==> config.mk <==
export PLATFORM = sky130hd
export DESIGN_NAME = pscs_ctrl
export DESIGN_NICKNAME = d
export VERILOG_FILES = /design/src/pscs_pkg.sv /design/src/pscs_ctrl.sv
export VERILOG_INCLUDE_DIRS = /design/src /design/src/src
export SDC_FILE = /design/constraint.sdc
export NUM_CORES = 1
export LEC_CHECK = 0
export ABC_CLOCK_PERIOD_IN_PS = 1900
export BUFFER_PORTS_ARGS = -buffer_cell sky130_fd_sc_hd__buf_2
export CAP_MARGIN = 30
export CELL_PAD_IN_SITES_DETAIL_PLACEMENT = 1
export CELL_PAD_IN_SITES_GLOBAL_PLACEMENT = 2
export CORE_AREA = 5 5 42 44
export DETAILED_ROUTE_END_ITERATION = 7
export DIE_AREA = 0 0 47 49
export MAX_ROUTING_LAYER = met4
export PLACE_DENSITY = 0.6
export SLEW_MARGIN = 5
export SYNTH_ARGS = -nofsm -noshare
export SYNTH_HDL_FRONTEND = slang
export SYNTH_SLANG_ARGS = --single-unit
==> constraint.sdc <==
create_clock -name clk -period 1.9 [get_ports clk]
set_input_delay 0.285 -clock clk [delete_from_list [all_inputs] [get_ports clk]]
set_output_delay 0.285 -clock clk [all_outputs]
set_load 0.01 [all_outputs]
==> src/per_thread_shadow_call_stack_core_assert.svh <==
// assertion macros shared by the shadow call stack modules
`ifndef PER_THREAD_SHADOW_CALL_STACK_CORE_ASSERT_SVH
`define PER_THREAD_SHADOW_CALL_STACK_CORE_ASSERT_SVH

`ifndef SYNTHESIS
`define PSCS_ASSERT_NOW(label, clk, rst_n, ante, cons, msg) \
  label: assert property (@(posedge clk) disable iff (!rst_n) (ante) |-> (cons)) \
    else $error(msg);
`define PSCS_ASSERT_NEXT(label, clk, rst_n, ante, cons, msg) \
  label: assert property (@(posedge clk) disable iff (!rst_n) (ante) |=> (cons)) \
    else $error(msg);
`else
`define PSCS_ASSERT_NOW(label, clk, rst_n, ante, cons, msg)
`define PSCS_ASSERT_NEXT(label, clk, rst_n, ante, cons, msg)
`endif

`endif

==> src/pscs_pkg.sv <==
// shared types and constants of the shadow call stack
`default_nettype none
package pscs_pkg;

  localparam int TID_W       = 32;
  localparam int ADDR_W      = 64;
  localparam int ST_W        = 3;
  localparam int OUT_SLOT_W  = 4;
  localparam int OUT_DEPTH_W = 7;

  localparam logic OP_ENTRY = 1'b0;
  localparam logic OP_EXIT  = 1'b1;

  typedef enum logic [ST_W-1:0] {
    ST_PUSHED     = 3'd0,
    ST_NEW_SLOT   = 3'd1,
    ST_POPPED     = 3'd2,
    ST_IGNORED    = 3'd3,
    ST_STACK_FULL = 3'd4,
    ST_TABLE_FULL = 3'd5
  } status_t;

  typedef enum logic [1:0] {
    S_IDLE,
    S_FIND,
    S_DEPTH,
    S_EXEC
  } ctrl_state_t;

  typedef struct packed {
    logic load;
    logic find;
    logic depth_rd;
    logic commit;
  } cmd_t;

  typedef struct packed {
    logic hit;
  } sts_t;

endpackage
`default_nettype wire

==> src/pscs_ctrl.sv <==
// sequencer for lookup, depth read, stack read and commit
`default_nettype none
`include "per_thread_shadow_call_stack_core_assert.svh"
module pscs_ctrl (
  input  wire logic        clk,
  input  wire logic        rst_n,
  input  wire logic        start,
  output logic             busy,
  input  pscs_pkg::sts_t   sts,
  output pscs_pkg::cmd_t   cmd
);
  import pscs_pkg::*;

  ctrl_state_t state_r, state_nxt;

  always_ff @(posedge clk) begin
    if (!rst_n) begin
      state_r <= S_IDLE;
    end else begin
      state_r <= state_nxt;
    end
  end

  always_comb begin
    state_nxt = state_r;
    cmd       = '0;
    busy      = 1'b1;
    unique case (state_r)
      S_IDLE: begin
        busy = 1'b0;
        if (start) begin
          cmd.load  = 1'b1;
          state_nxt = S_FIND;
        end
      end
      S_FIND: begin
        cmd.find = 1'b1;
        // unknown threads need no depth or stack read
        state_nxt = sts.hit ? S_DEPTH : S_EXEC;
      end
      S_DEPTH: begin
        cmd.depth_rd = 1'b1;
        state_nxt    = S_EXEC;
      end
      S_EXEC: begin
        cmd.commit = 1'b1;
        state_nxt  = S_IDLE;
      end
      default: begin
        state_nxt = S_IDLE;
      end
    endcase
  end

  `PSCS_ASSERT_NEXT(a_accept_busy, clk, rst_n, start && !busy, busy, "accepted word did not raise busy")
  `PSCS_ASSERT_NOW(a_depth_after_hit, clk, rst_n, state_r == S_DEPTH, $past(state_r == S_FIND) && $past(sts.hit), "depth read without a slot hit")
  `PSCS_ASSERT_NEXT(a_exec_frees, clk, rst_n, state_r == S_EXEC, !busy, "busy held after commit")

endmodule
`default_nettype wire

==> summary.md <==
| Metric | Value |
|---|---|
| Outcome | `complete, no violations` |
| Die footprint | `around 0.0023 mm^2` |
| Worst setup EP type | `output port` |
| Hold Path Class | `in2reg` |
| Latest clock arrival within the worst-skew pair | `approximately 0.22 ns` |
| Register area share after synthesis | `0.211` |
| # setup viols final | `0` |
| Vias in the first global route | `about 190` |
| Final nets | `between 40 and 50` |
| Crit-path max FO | `5` |
| Slowest stage delay, CP | `0.40 ns` |
| CP max-delay cell | `dfxtp_1` |
| CTS resizes | `0` |
| Critical Path Start Type | `register` |
| Ant. Diodes | `0` |
| Setup_tns | `0 ns` |
| R2R setup slack | `0.65 ns` |
| Most frequent cells in the layout | `buf_2, ha_1, inv_1, clkbuf_4` |
| Die Y | `49 um` |
| Largest Register | `state_r` |
| TritonCTS clock tree | `built` |
| Crit. Startpoint | `state_r[1]` |
| F_max | `roughly 630 MHz` |
| Vias per inst | `3.54` |
| Final wirelength | `roughly 430 um` |
| Largest net degree at the start of global routing | `6` |
| Drt pass-1 iters | `1` |
| Lkg Pwr | `0.151 nW` |
| Yosys warns | `0` |
| Pwr per Cell Area | `1560 mW/mm^2` |
| Commonest non-fill, non-tap cell in the layout | `buf_2` |
| Biggest regs | `state_r x2` |
| Initial Util | `0.136` |
| H-tree depth | `1` |
| Min Tclk post-route | `1.59 ns` |
| Share of layout cells above drive strength 1 | `0.500` |
| Syn Area/Cell | `about 10 um^2` |
| Critical path endpoint | `cmd[3]` |
| Critical path class | `reg2out` |
| Skew final | `0.0000206 ns` |
| Setup bufs post-CTS | `0` |
| PortBufs | `8` |
| Critical Path AT | `1.30 ns` |
| Yosys reg bits | `2` |
| Core area | `0.00140 mm^2` |
| Post-placement cell count | `43` |
| Total grt overflow | `0` |
| Yosys cell types | `10` |
| Clock sink total | `2` |
| Area contributors post-synth | `ha_1, dfxtp_1, a221oi_2, inv_1, nand2b_4` |
| Fin crit share | `0.834` |
| Max transition margin | `0.836` |
| DRC | `0` |
| First-pass GRT wire length | `703 um` |
| Post-Syn Area | `190 um^2` |
| Number of antenna-violating nets in the routed design | `0` |
| Post-CTS Hold Fix Bufs | `0` |
| Gp weighted congestion | `0.645` |
| Worst Max-Slew Pin Slew | `0.245 ns` |
| Max IR drop VDD | `between 0.4 and 0.5 mV` |
| Fin. Hold Viols | `0` |
| Reg2reg path depth | `5` |
| RSZ-0062 raised after global routing | `false` |
| CTS buffer count | `3` |
| Count of final max-slew check failures | `0` |
| Routed WL per cell | `9.30 um` |
| Critical R2R Launch | `state_r[1]` |
| RR Endpoint | `state_r[0]` |
| Max reg flops | `2` |
| CP cell instances | `inv_1 -> ha_1 -> and2_2 -> buf_2` |
| Die W | `47 um` |
| Fin cells | `46` |
| Worst-path clk slew | `0.03 ns` |
| Max cap viols | `0` |
| Cells after synthesis | `19` |
| P&R area growth vs syn | `43.4%` |
| Post-synth top area cell | `ha_1` |
| Vias | `163` |
| Antenna violations before repair | `0` |
| Total Routing Usage GR | `0.0468` |
| Iteration-0 DRC Markers | `0` |
| Share of the synthesized area in the top cell type | `0.329` |
| Boundary pin count | `9` |
| Critical Path RT | `1.62 ns` |
| Mapped Nets | `28` |
| Clk buf depth | `2` |
| Clk root buf | `clkbuf_4` |
| Row cnt | `14` |
## per-layer routing
metal	wire length, um	GRT usage	vias to the layer above	share of wire
met2	233	0.0747	5	0.54
met5	0	-	-	0
met1	163	0.0371	76	0.38
met3	31	0.0111	0	0.072
li1	-	-	82	-
met4	0	0.0553	0	0
## cells in the mapped netlist
library cell  count
and2_2            1
nor3_1            1
inv_1             4
a221oi_2          1
o21ai_2           1
nor2b_1           2
nand2b_4          1
mux2i_1           1
dfxtp_1           2
ha_1              5
## how the worst min path moves through the flow
| stage | slack [ns] | from | endpoint | cells after the start |
|---|---|---|---|---|
| 2_1_floorplan | 0.41 | rst_n | state_r[0] | 2 |
| 3_5_place_dp | 0.53 | rst_n | state_r[1] | 2 |
| 4_1_cts | 0.29 | rst_n | state_r[0] | 3 |
| 5_1_grt | 0.31 | rst_n | state_r[1] | 2 |
| 3_3_place_gp | 0.53 | rst_n | state_r[1] | 2 |
| 6_report | 0.30 | rst_n | state_r[1] | 2 |
## area by class of cell
class,instances,area (um^2)
sequential,2,40.0
multi-input combinational,13,135
clock buffer,3,22.5
fill,178,1130
timing repair buffer,8,40.0
tap,16,20.0
inverter,4,15.0
## report_power, final
| group | switching (mW) | total, mW | internal (mW) | leakage (nW) |
|---|---|---|---|---|
| Sequential | 0.0206 | 0.0817 | 0.0611 | 0.0166 |
| Combinational | 0.137 | 0.250 | 0.112 | 0.121 |
| Clock | 0.0234 | 0.0930 | 0.0696 | 0.0138 |
| Total | 0.181 | 0.424 | 0.243 | 0.151 |
## worst max-delay path: cells and delay by family, from the launching register on
family / cells / cell delay (ns)
DFF: 1 / 0.40
buffers and inverters: 2 / 0.24
adders and majority gates: 1 / 0.24
and+or+nand+nor: 1 / 0.20
## logic make-up (layout without fill, tap and decap cells)
family,count (synthesis),count (layout),synth area share
buf+inv,4,15,0.0789
fa+ha+maj,5,5,0.329
compound gates,2,2,0.125
simple gates,5,5,0.204
mux,1,1,0.0526
flops,2,2,0.211
## metrics by stage
| step | worst slack [ns] | hold slack, ns | cell area (um^2) | util | power (mW) |
|---|---|---|---|---|---|
| 5_1_grt | 0.243 | 0.306 | 273 | 0.195 | 0.464 |
| 3_5_place_dp | 0.541 | 0.530 | 250 | 0.179 | 0.339 |
| 4_1_cts | 0.298 | 0.289 | 273 | 0.195 | 0.441 |
| 6_report | 0.315 | 0.296 | 273 | 0.195 | 0.424 |
| 3_3_place_gp | 0.554 | 0.529 | 250 | 0.179 | 0.330 |
| 2_1_floorplan | 0.707 | 0.411 | 190 | - | 0.263 |
(Power assumes the default switching activity.)
